--- src/rtl/csrg_pkg.sv ---
`timescale 1ns / 1ps
// ----------------------------------------------------------------------------
// CAN speed rescale gateway package
// Shared types, register map codes and arithmetic constants.
// ----------------------------------------------------------------------------
package csrg_pkg;

	// Register indexes on the configuration port (byte address / 4)
	localparam logic [1:0] REG_SPEED_ID_A    = 2'd0;
	localparam logic [1:0] REG_SPEED_ID_B    = 2'd1;
	localparam logic [1:0] REG_SCALE_PERCENT = 2'd2;

	// Reset values of the configuration registers
	localparam logic [10:0] SPEED_ID_A_RST    = 11'h214;
	localparam logic [10:0] SPEED_ID_B_RST    = 11'h215;
	localparam logic [7:0]  SCALE_PERCENT_RST = 8'd110;

	// Speed encoding: 200 units per high byte, low byte in 1/128 steps of 100
	localparam logic [7:0] STEP_UNITS = 8'd200;
	localparam logic [6:0] PCT_DEN    = 7'd100;

	// Saturation threshold: q above 255 means scaled speed of 256*200 or more
	localparam logic [16:0] SAT_LIMIT = 17'd51200;
	localparam logic [7:0]  Q_SAT     = 8'd255;
	localparam logic [7:0]  R_SAT     = 8'd199;

	// Reciprocals for exact division by constants over the value ranges used
	// floor(p/100)   = (p * RECIP_100_31) >> 31 for p < 2^24
	localparam logic [24:0] RECIP_100_31 = 25'd21474837;
	// floor(s/200)   = (s * RECIP_200_24) >> 24 for s < 51200
	localparam logic [16:0] RECIP_200_24 = 17'd83887;
	// floor(x/100)   = (x * RECIP_100_22) >> 22 for x < 25600
	localparam logic [15:0] RECIP_100_22 = 16'd41944;

	// Configuration seen by the datapath
	typedef struct packed {
		logic [10:0] speed_id_a;
		logic [10:0] speed_id_b;
		logic [7:0]  scale_percent;
	} cfg_t;

endpackage

--- src/rtl/csrg_if.sv ---
`timescale 1ns / 1ps
// ----------------------------------------------------------------------------
// CAN speed rescale gateway channels
// Valid/ready channels for received frames and forwarded frames.
// ----------------------------------------------------------------------------

// Received frame channel
interface csrg_in_if;
	logic        valid;
	logic        ready;
	logic        op;
	logic [10:0] frame_id;
	logic [63:0] payload;
	logic        tx_space;

	modport source (output valid, output op, output frame_id, output payload,
		output tx_space, input ready);
	modport sink (input valid, input op, input frame_id, input payload,
		input tx_space, output ready);
endinterface

// Forwarded frame channel
interface csrg_out_if;
	logic        valid;
	logic        ready;
	logic        dest_bus;
	logic [10:0] out_id;
	logic [63:0] out_payload;
	logic        watchdog_kick;

	modport source (output valid, output dest_bus, output out_id, output out_payload,
		output watchdog_kick, input ready);
	modport sink (input valid, input dest_bus, input out_id, input out_payload,
		input watchdog_kick, output ready);
endinterface

--- src/rtl/csrg_regs.sv ---
`timescale 1ns / 1ps
// ----------------------------------------------------------------------------
// CAN speed rescale gateway configuration registers
// APB-style register file holding the two speed identifiers and the scale.
// ----------------------------------------------------------------------------
module csrg_regs (
	input  logic          clk,
	input  logic          arst_n,
	input  logic          psel,
	input  logic          penable,
	input  logic          pwrite,
	input  logic [3:0]    paddr,
	input  logic [31:0]   pwdata,
	output logic [31:0]   prdata,
	output logic          pready,
	output csrg_pkg::cfg_t cfg
);
	import csrg_pkg::*;

	logic [10:0] speed_id_a_q;
	logic [10:0] speed_id_b_q;
	logic [7:0]  scale_percent_q;
	logic        wr_en;
	logic [1:0]  reg_idx;

	assign pready  = 1'b1;
	assign reg_idx = paddr[3:2];
	assign wr_en   = psel & penable & pwrite;

	// Register writes in the access phase
	always_ff @(posedge clk or negedge arst_n) begin
		if (!arst_n) begin
			speed_id_a_q    <= SPEED_ID_A_RST;
			speed_id_b_q    <= SPEED_ID_B_RST;
			scale_percent_q <= SCALE_PERCENT_RST;
		end else if (wr_en) begin
			unique case (reg_idx)
				REG_SPEED_ID_A:    speed_id_a_q    <= pwdata[10:0];
				REG_SPEED_ID_B:    speed_id_b_q    <= pwdata[10:0];
				REG_SCALE_PERCENT: scale_percent_q <= pwdata[7:0];
				default: ;
			endcase
		end
	end

	// Read-back multiplexer
	always_comb begin
		unique case (reg_idx)
			REG_SPEED_ID_A:    prdata = {21'd0, speed_id_a_q};
			REG_SPEED_ID_B:    prdata = {21'd0, speed_id_b_q};
			REG_SCALE_PERCENT: prdata = {24'd0, scale_percent_q};
			default:           prdata = 32'd0;
		endcase
	end

	assign cfg.speed_id_a    = speed_id_a_q;
	assign cfg.speed_id_b    = speed_id_b_q;
	assign cfg.scale_percent = scale_percent_q;
endmodule

--- src/rtl/csrg_dp.sv ---
`timescale 1ns / 1ps
// ----------------------------------------------------------------------------
// CAN speed rescale gateway datapath
// Six-stage pipeline: match and decode, scale, divide by 100, divide by 200,
// remainder and saturation, re-encode into the output register.
// ----------------------------------------------------------------------------
module csrg_dp (
	input  logic           clk,
	input  logic           arst_n,
	input  csrg_pkg::cfg_t cfg,
	csrg_in_if.sink        frame_in,
	csrg_out_if.source     frame_out
);
	import csrg_pkg::*;

	logic adv;

	// Stage 1: identifier match and speed decode
	logic        v_s1;
	logic        op_s1;
	logic        rew_s1;
	logic [10:0] id_s1;
	logic [63:0] pl_s1;
	logic [15:0] speed_s1;
	logic        id_hit;
	logic [15:0] hi_units;
	logic [14:0] lo_prod;
	logic [15:0] speed_d;

	// Stage 2 to stage 6 registers
	logic        v_s2, v_s3, v_s4, v_s5, v_s6;
	logic        op_s2, op_s3, op_s4, op_s5, op_s6;
	logic        rew_s2, rew_s3, rew_s4, rew_s5, rew_s6;
	logic [10:0] id_s2, id_s3, id_s4, id_s5, id_s6;
	logic [63:0] pl_s2, pl_s3, pl_s4, pl_s5, pl_s6;
	logic [23:0] prod_s2;
	logic [16:0] scl_s3;
	logic [48:0] scl_full;
	logic        sat_s4;
	logic [15:0] scl_s4;
	logic [7:0]  q_s4;
	logic [32:0] q_full;
	logic [7:0]  q_s5;
	logic [7:0]  r_s5;
	logic [15:0] q_units;
	logic [15:0] r_wide;
	logic [14:0] r_shift;
	logic [30:0] b1_full;
	logic [7:0]  nb1;

	// The whole pipeline moves unless the output register holds an untaken item
	assign adv            = !v_s6 || frame_out.ready;
	assign frame_in.ready = adv;

	assign id_hit   = (frame_in.frame_id == cfg.speed_id_a) ||
		(frame_in.frame_id == cfg.speed_id_b);
	assign hi_units = 16'(frame_in.payload[7:0]) * 16'(STEP_UNITS);
	assign lo_prod  = 15'(frame_in.payload[15:8]) * 15'(PCT_DEN);
	assign speed_d  = hi_units + {8'd0, lo_prod[14:7]};

	// Arithmetic for stages 3 to 6
	assign scl_full = 49'(prod_s2) * 49'(RECIP_100_31);
	assign q_full   = 33'(scl_s3[15:0]) * 33'(RECIP_200_24);
	assign q_units  = 16'(q_s4) * 16'(STEP_UNITS);
	assign r_wide   = scl_s4 - q_units;
	assign r_shift  = {r_s5, 7'd0};
	assign b1_full  = 31'(r_shift) * 31'(RECIP_100_22);
	assign nb1      = b1_full[29:22];

	// Valid bits; items without transmit space are dropped at entry
	always_ff @(posedge clk or negedge arst_n) begin
		if (!arst_n) begin
			v_s1 <= 1'b0;
			v_s2 <= 1'b0;
			v_s3 <= 1'b0;
			v_s4 <= 1'b0;
			v_s5 <= 1'b0;
			v_s6 <= 1'b0;
		end else if (adv) begin
			v_s1 <= frame_in.valid && frame_in.tx_space;
			v_s2 <= v_s1;
			v_s3 <= v_s2;
			v_s4 <= v_s3;
			v_s5 <= v_s4;
			v_s6 <= v_s5;
		end
	end

	// Payload registers of all stages
	always_ff @(posedge clk) begin
		if (adv) begin
			op_s1    <= frame_in.op;
			rew_s1   <= frame_in.op && id_hit;
			id_s1    <= frame_in.frame_id;
			pl_s1    <= frame_in.payload;
			speed_s1 <= speed_d;

			op_s2   <= op_s1;
			rew_s2  <= rew_s1;
			id_s2   <= id_s1;
			pl_s2   <= pl_s1;
			prod_s2 <= 24'(speed_s1) * 24'(cfg.scale_percent);

			op_s3  <= op_s2;
			rew_s3 <= rew_s2;
			id_s3  <= id_s2;
			pl_s3  <= pl_s2;
			scl_s3 <= scl_full[47:31];

			op_s4  <= op_s3;
			rew_s4 <= rew_s3;
			id_s4  <= id_s3;
			pl_s4  <= pl_s3;
			sat_s4 <= scl_s3 >= SAT_LIMIT;
			scl_s4 <= scl_s3[15:0];
			q_s4   <= q_full[31:24];

			op_s5  <= op_s4;
			rew_s5 <= rew_s4;
			id_s5  <= id_s4;
			pl_s5  <= pl_s4;
			q_s5   <= sat_s4 ? Q_SAT : q_s4;
			r_s5   <= sat_s4 ? R_SAT : r_wide[7:0];

			op_s6  <= op_s5;
			rew_s6 <= rew_s5;
			id_s6  <= id_s5;
			pl_s6  <= rew_s5 ? {pl_s5[63:16], nb1, q_s5} : pl_s5;
		end
	end

	// Output register drives the forwarded frame channel
	assign frame_out.valid         = v_s6;
	assign frame_out.dest_bus      = op_s6;
	assign frame_out.out_id        = id_s6;
	assign frame_out.out_payload   = pl_s6;
	assign frame_out.watchdog_kick = !op_s6 || rew_s6;
endmodule

--- src/rtl/can_speed_rescale_gateway.sv ---
`timescale 1ns / 1ps
// ----------------------------------------------------------------------------
// CAN speed rescale gateway
// Forwards received CAN frames between the dashboard and vehicle buses and
// rescales the speed bytes of vehicle-side speed frames.
// ----------------------------------------------------------------------------
// Usage:
// Each item on frame_in is one received standard frame with its source side
// and the transmit space flag of the destination. An item with tx_space low
// is accepted and dropped. Every other item leaves on frame_out as one
// forwarded frame, in arrival order.
// The pipeline accepts one item per cycle while frame_out does not stall;
// the six stages are decode, scale multiply, divide by 100, divide by 200,
// remainder and saturation, re-encode. When frame_out stalls, the whole
// pipeline holds and frame_in.ready falls only while the output register
// carries an item that is not yet taken. Reset clears all valid bits and
// loads the register defaults (speed IDs 0x214 and 0x215, scale 110
// percent). Registers are at byte addresses 0, 4 and 8; the user must
// write them only while the pipeline is empty, as the block itself does
// not enforce it.
// ----------------------------------------------------------------------------
module can_speed_rescale_gateway (
	input  logic        clk,
	input  logic        arst_n,
	input  logic        psel,
	input  logic        penable,
	input  logic        pwrite,
	input  logic [3:0]  paddr,
	input  logic [31:0] pwdata,
	output logic [31:0] prdata,
	output logic        pready,
	csrg_in_if.sink     frame_in,
	csrg_out_if.source  frame_out
);
	import csrg_pkg::*;

	cfg_t cfg;

	// Configuration registers
	csrg_regs u_regs (
		.clk     (clk),
		.arst_n  (arst_n),
		.psel    (psel),
		.penable (penable),
		.pwrite  (pwrite),
		.paddr   (paddr),
		.pwdata  (pwdata),
		.prdata  (prdata),
		.pready  (pready),
		.cfg     (cfg)
	);

	// Forwarding and rescaling pipeline
	csrg_dp u_dp (
		.clk       (clk),
		.arst_n    (arst_n),
		.cfg       (cfg),
		.frame_in  (frame_in),
		.frame_out (frame_out)
	);
endmodule
--- src/flat_wrapper.sv ---
// flat-port wrapper written by rule: the top's interface ports become plain ports
module can_speed_rescale_gateway_flat import csrg_pkg::*;
  (clk, arst_n, psel, penable, pwrite, paddr, pwdata, prdata, pready, frame_in_valid, frame_in_op, frame_in_frame_id, frame_in_payload, frame_in_tx_space, frame_in_ready, frame_out_valid, frame_out_dest_bus, frame_out_out_id, frame_out_out_payload, frame_out_watchdog_kick, frame_out_ready);
  csrg_in_if frame_in_i ();
  csrg_out_if frame_out_i ();
  input  logic clk;
  input  logic arst_n;
  input  logic psel;
  input  logic penable;
  input  logic pwrite;
  input  logic [3:0] paddr;
  input  logic [31:0] pwdata;
  output logic [31:0] prdata;
  output logic pready;
  input wire logic [$bits(frame_in_i.valid)-1:0] frame_in_valid;
  input wire logic [$bits(frame_in_i.op)-1:0] frame_in_op;
  input wire logic [$bits(frame_in_i.frame_id)-1:0] frame_in_frame_id;
  input wire logic [$bits(frame_in_i.payload)-1:0] frame_in_payload;
  input wire logic [$bits(frame_in_i.tx_space)-1:0] frame_in_tx_space;
  output wire logic [$bits(frame_in_i.ready)-1:0] frame_in_ready;
  output wire logic [$bits(frame_out_i.valid)-1:0] frame_out_valid;
  output wire logic [$bits(frame_out_i.dest_bus)-1:0] frame_out_dest_bus;
  output wire logic [$bits(frame_out_i.out_id)-1:0] frame_out_out_id;
  output wire logic [$bits(frame_out_i.out_payload)-1:0] frame_out_out_payload;
  output wire logic [$bits(frame_out_i.watchdog_kick)-1:0] frame_out_watchdog_kick;
  input wire logic [$bits(frame_out_i.ready)-1:0] frame_out_ready;
  assign frame_in_i.valid = frame_in_valid;
  assign frame_in_i.op = frame_in_op;
  assign frame_in_i.frame_id = frame_in_frame_id;
  assign frame_in_i.payload = frame_in_payload;
  assign frame_in_i.tx_space = frame_in_tx_space;
  assign frame_in_ready = frame_in_i.ready;
  assign frame_out_valid = frame_out_i.valid;
  assign frame_out_dest_bus = frame_out_i.dest_bus;
  assign frame_out_out_id = frame_out_i.out_id;
  assign frame_out_out_payload = frame_out_i.out_payload;
  assign frame_out_watchdog_kick = frame_out_i.watchdog_kick;
  assign frame_out_i.ready = frame_out_ready;
  can_speed_rescale_gateway u_core (.clk(clk), .arst_n(arst_n), .psel(psel), .penable(penable), .pwrite(pwrite), .paddr(paddr), .pwdata(pwdata), .prdata(prdata), .pready(pready), .frame_in(frame_in_i), .frame_out(frame_out_i));
endmodule
--- config.mk ---
export PLATFORM = sky130hd
export DESIGN_NAME = can_speed_rescale_gateway_flat
export DESIGN_NICKNAME = d
export VERILOG_FILES = /design/src/rtl/csrg_pkg.sv /design/src/rtl/csrg_if.sv /design/src/rtl/csrg_regs.sv /design/src/rtl/csrg_dp.sv /design/src/rtl/can_speed_rescale_gateway.sv /design/src/flat_wrapper.sv
export SDC_FILE = /design/constraint.sdc
export NUM_CORES = 2
export LEC_CHECK = 0
export BUFFER_PORTS_ARGS = -buffer_cell sky130_fd_sc_hd__buf_2
export CORE_ASPECT_RATIO = 1.25
export CORE_MARGIN = 2
export CORE_UTILIZATION = 60
export DETAILED_ROUTE_END_ITERATION = 7
export PLACE_DENSITY = 0.85
export SLEW_MARGIN = 30
export SYNTH_ARGS = -nofsm -noshare
export SYNTH_HDL_FRONTEND = slang
export SYNTH_SLANG_ARGS = --single-unit
--- constraint.sdc ---
create_clock -name clk -period 42.9 [get_ports clk]
set_input_delay 8.58 -clock clk [delete_from_list [all_inputs] [get_ports clk]]
set_output_delay 8.58 -clock clk [all_outputs]
set_load 0.01 [all_outputs]
## Word level (Yosys, flattened, before mapping)

Cells that the tools add are included.

- Input bits: 120
- Bits in registers: 588
- Output and inout port bits: 112

- Reduce and logical (&&, ||, !) cells: 11
- Order comparisons: 1
- Add/sub/neg operators: 2
- Equal/unequal tests: 4
- Multipliers: 7
- Bitwise logic cells: 2
- Multiplexer cells: 2

Operators by type and width:

| operator | number |
|---|---|
| multiplier 24 x 25 -> 48 bit (second input constant) | 1 |
| case mux 11 bit (3 select lines) | 1 |
| multiplier 16 x 17 -> 32 bit (second input constant) | 1 |
| multiplier 8 x 5 -> 13 bit (second input constant) | 2 |
| multiplier 16 x 8 -> 24 bit | 1 |
| == test 11 bit | 2 |
| multiplier 8 x 13 -> 20 bit (second input constant) | 1 |
| greater-or-equal comparator 17 x 16 -> 1 bit (second input constant) | 1 |
| adder 16 x 8 -> 16 bit | 1 |
| 2-to-1 mux 16 bit | 1 |
| multiplier 8 x 5 -> 5 bit (second input constant) | 1 |
| subtractor 8 bit | 1 |
| AND reduction 2 bit | 3 |
| logical OR 1 bit | 3 |
| AND 1 bit | 2 |
| == test 2 x 1 -> 1 bit (second input constant) | 1 |
| == test 2 bit (second input constant) | 1 |
| logical AND 1 bit | 2 |
| zero test 1 bit | 2 |
| zero test 2 bit | 1 |

## Logic depth before layout (Yosys ltp)

- Depth in word-level cells: 3
- Gate-level depth with buffers: 24
- Gate-level depth less buffers: 24

## Cells and area by module

A second synthesis with hierarchy kept.

- Cell total of the unflattened synthesis: 2,989
- Area, all modules: 40,153.5 um^2

By module, submodules not included:

| module | cells each | times used | sequential area each (um^2) | area an instance (um^2) |
|---|---|---|---|---|
| csrg_dp | 2,864 | 1 | 16,726.0 | 38,569.5 |
| csrg_regs | 125 | 1 | 765.7 | 1,584.0 |

## Least setup slack after synthesis

OpenSTA, ideal clock, no wires.

- Path kind: input to output
- Start point: input port frame_out_ready
- End point: output port frame_in_ready
- Cell stages on the path: 3
- Data arrival time: 19.432 ns
- Setup slack: 14.888 ns
- Required time: 34.320 ns
- Cell sequence: nor2b_1 clkbuf_1 inv_1

- Word-level cells in the longest chain between the ends: 1

RTL lines:

| element | RTL line | RTL |
|---|---|---|
| start: declaration | flat_wrapper.sv:26 | `input wire logic [$bits(frame_out_i.ready)-1:0] frame_out_ready;` |
| logical OR 1 bit | csrg_dp.sv:52 | `assign adv = !v_s6 \|\| frame_out.ready;` |
| end: declaration | flat_wrapper.sv:20 | `output wire logic [$bits(frame_in_i.ready)-1:0] frame_in_ready;` |

Every way passes these cells.

## Worst setup path in the final report

Same ends and word-level chain as after synthesis.

==> metrics.md <==
| Metric | Value |
|---|---|
| Synth cell types | `76` |
| Yosys warnings | `0` |
| Die X | `235 um` |
| Final setup vio count | `0` |
| Synth Instances | `2981` |
| Postcts setup bufs | `0` |
| # resized after CTS | `0` |
| Detailed Route Iter0 Violations | `1545` |
| I/O pins | `232` |
| Crit path kind | `in2out` |
| Worst-path clk slew | `70 ps` |
| Mapped cell area | `40100 um2` |
| Setup TNS | `0 ps` |
| Overall routing resource usage | `26.7%` |
| Yosys reg bits | `588` |
| Drt total wl | `91.5 mm` |
| Asr flop ratio synth | `6.12%` |
| Critical Path End Type | `output port` |
| First-pass GRT wire length | `140 mm` |
| Grt total ovfl | `0` |
| Max-cap violations | `0` |
| Status | `finished clean` |
| Area grow syn2layout | `9.11%` |
| CTS root buf | `clkbuf_16` |
| CP Launch Type | `input port` |
| HP Class | `reg2reg` |
| DRT antenna net count | `0` |
| Initial Util | `60.3%` |
| CTS H-tree lvls | `2` |
| Layout cells sized above 1 | `11.3%` |
| Min Clock Period, post-route | `18630 ps` |
| Worst clock skew | `46.6 ps` |
| Cell with the most instances after synthesis | `inv_1` |
| Critical path required time | `34320 ps` |
| Initial antenna violation count | `14` |
| Share of the synthesized area in the top cell type | `41.3%` |
| CP arrival | `10050 ps` |
| First-pass DRT Iterations | `6` |
| Fillcell total | `4442` |
| Hold buffers post-CTS | `0` |
| Die Ht | `293 um` |
| Crit path max fanout | `88` |
| DP HPWL | `63.8 mm` |
| Rel. slew slack | `40.4%` |
| Vias in the first global route | `25600` |
| I/O Buffers | `186` |
| Synth top area cells | `edfxtp_1 41%, fa_1 21%, ha_1 17%` |
| Sequential share of the synthesized area | `43.6%` |
| Clk sink count | `588` |
| Clk buf depth | `3` |
| Via count | `23500` |
| Final hold vios | `0` |
| Pins Over Slew Limit | `0` |
| Post-synth EDFFs | `552` |
| Via density | `5.70` |
| Post-synthesis average cell area | `13.5 um2` |
| DRC Markers | `0` |
| Main synth FF type | `edfxtp_1` |
| CTS tree | `done` |
| Pin count of the biggest net entering global routing | `94` |
| Synth area leader | `edfxtp_1` |
| Crit-path max cell delay | `650 ps` |
| GP Congestion | `0.978` |
| Clk Latency, worst-skew pair | `640 ps` |
| FMAX | `0.0537 GHz` |
| Leading cell types by count after synthesis | `623 x inv_1, 552 x edfxtp_1, 544 x ha_1` |
| Nets | `4277` |
| Worst-Margin Slew | `894 ps` |
| Avg WL per Cell | `22.2 um` |
| Die Area | `69000 um2` |
| Crit-path slowest cell | `nor2b_1` |
| Final period utilization | `43.4%` |
| RSZ-0062 raised after global routing | `no` |
| CTS Buf Count | `53` |
| Core Footprint | `66600 um2` |
| CP cell instances | `buf_2 -> nor2b_1 -> inv_8 -> buf_2` |
| Num rows | `106` |
| Most frequent CP cell | `buf_2` |
registers in the layout, summed over array words and instances, names as in the netlist, 16 cells and up:
name / flops
u_core.u_dp.pl_s2: 64
u_core.u_dp.frame_out.out_payload: 64
u_core.u_dp.pl_s5: 64
u_core.u_dp.pl_s3: 64
u_core.u_dp.scl_s3: 17
u_core.u_dp.prod_s2: 24
u_core.u_dp.speed_s1: 16
u_core.u_dp.pl_s4: 64
u_core.u_dp.pl_s1: 64
metrics by stage:
stage,hold WS [ps],instances,utilization (%),cell area (um2),setup slack (ps)
floorplan,400,3001,-,40200,14890
global placement,400,4011,63.1,42000,24340
detailed placement,405,4011,63.1,42000,24290
CTS,385,4106,65.7,43700,24290
global route,398,4116,65.8,43800,24170
finish,384,4117,65.8,43800,24270
cell usage in the layout, fill, tap and decap left out, types with 12 or more instances in the layout:
master | Yosys | final
a21o_1 | 29 | 29
a21oi_1 | 74 | 74
and2_1 | 64 | 64
buf_2 | 0 | 186
clkbuf_16 | 0 | 53
conb_1 | 2 | 22
dfrtp_1 | 24 | 24
dfstp_2 | 12 | 12
edfxtp_1 | 552 | 552
fa_1 | 411 | 411
ha_1 | 544 | 544
inv_1 | 623 | 622
mux2_2 | 45 | 45
mux2i_1 | 12 | 12
nand2_1 | 115 | 115
nand3_1 | 25 | 25
nor2_1 | 56 | 56
nor3_1 | 25 | 25
o21ai_0 | 40 | 40
o21bai_1 | 12 | 12
or2_2 | 20 | 20
xnor2_1 | 53 | 53
xor2_1 | 52 | 52
cells by family after synthesis:
group	share of synthesized area, %
xor+xnor	2.35
buf+inv	6.52
fa+ha+maj	37.5
other cells	0.0187
simple gates	4.72
mux	1.56
compound gates	3.77
flops	43.6
final timing paths:
path	startpoint	end	slack, ps	cells after the start
setup / recovery	frame_out_ready	frame_in_ready	24270	4
hold / removal	u_core.u_dp.pl_s4[43]$_DFFE_PP_	u_core.u_dp.pl_s5[43]$_DFFE_PP_	380	0
setup reg to reg	u_core.u_dp.prod_s2[4]$_DFFE_PP_	u_core.u_dp.scl_s3[9]$_DFFE_PP_	35640	18
hold reg to reg	u_core.u_dp.pl_s4[43]$_DFFE_PP_	u_core.u_dp.pl_s5[43]$_DFFE_PP_	380	0
max in group asynchronous	arst_n	u_core.u_regs.scale_percent_q[0]$_DFFE_PN0P_	34360	1
min in group asynchronous	arst_n	u_core.u_dp.v_s1$_DFFE_PN0P_	8030	1
critical path, delay by kind of cell:
family,cells,cell delay [ps]
buffers and inverters,3,770
and+or+nand+nor,1,650
cell type report:
class / instances / area [um2] / share of cell area (%)
well taps: 864 / 1080 / 2.47
multi-input cells: 1742 / 20100 / 45.9
clock inverters: 31 / 370 / 0.846
clock buffers: 64 / 1370 / 3.12
inverters: 623 / 2350 / 5.36
diodes: 11 / 27.5 / 0.0629
flip-flops and latches: 588 / 17500 / 40.0
repair buffers: 194 / 1010 / 2.30
metal layers:
layer | GRT usage, % | share of wire [%] | vias up
li1 | - | - | 10300
met1 | 29.0 | 34 | 11700
met2 | 49.0 | 54 | 971
met3 | 3.99 | 5.4 | 394
met4 | 16.4 | 7.2 | 8
met5 | 0 | 0.050 | -
Power is not shown: default switching activity piles up to over one toggle a cycle in this logic, so the estimate is an artifact.
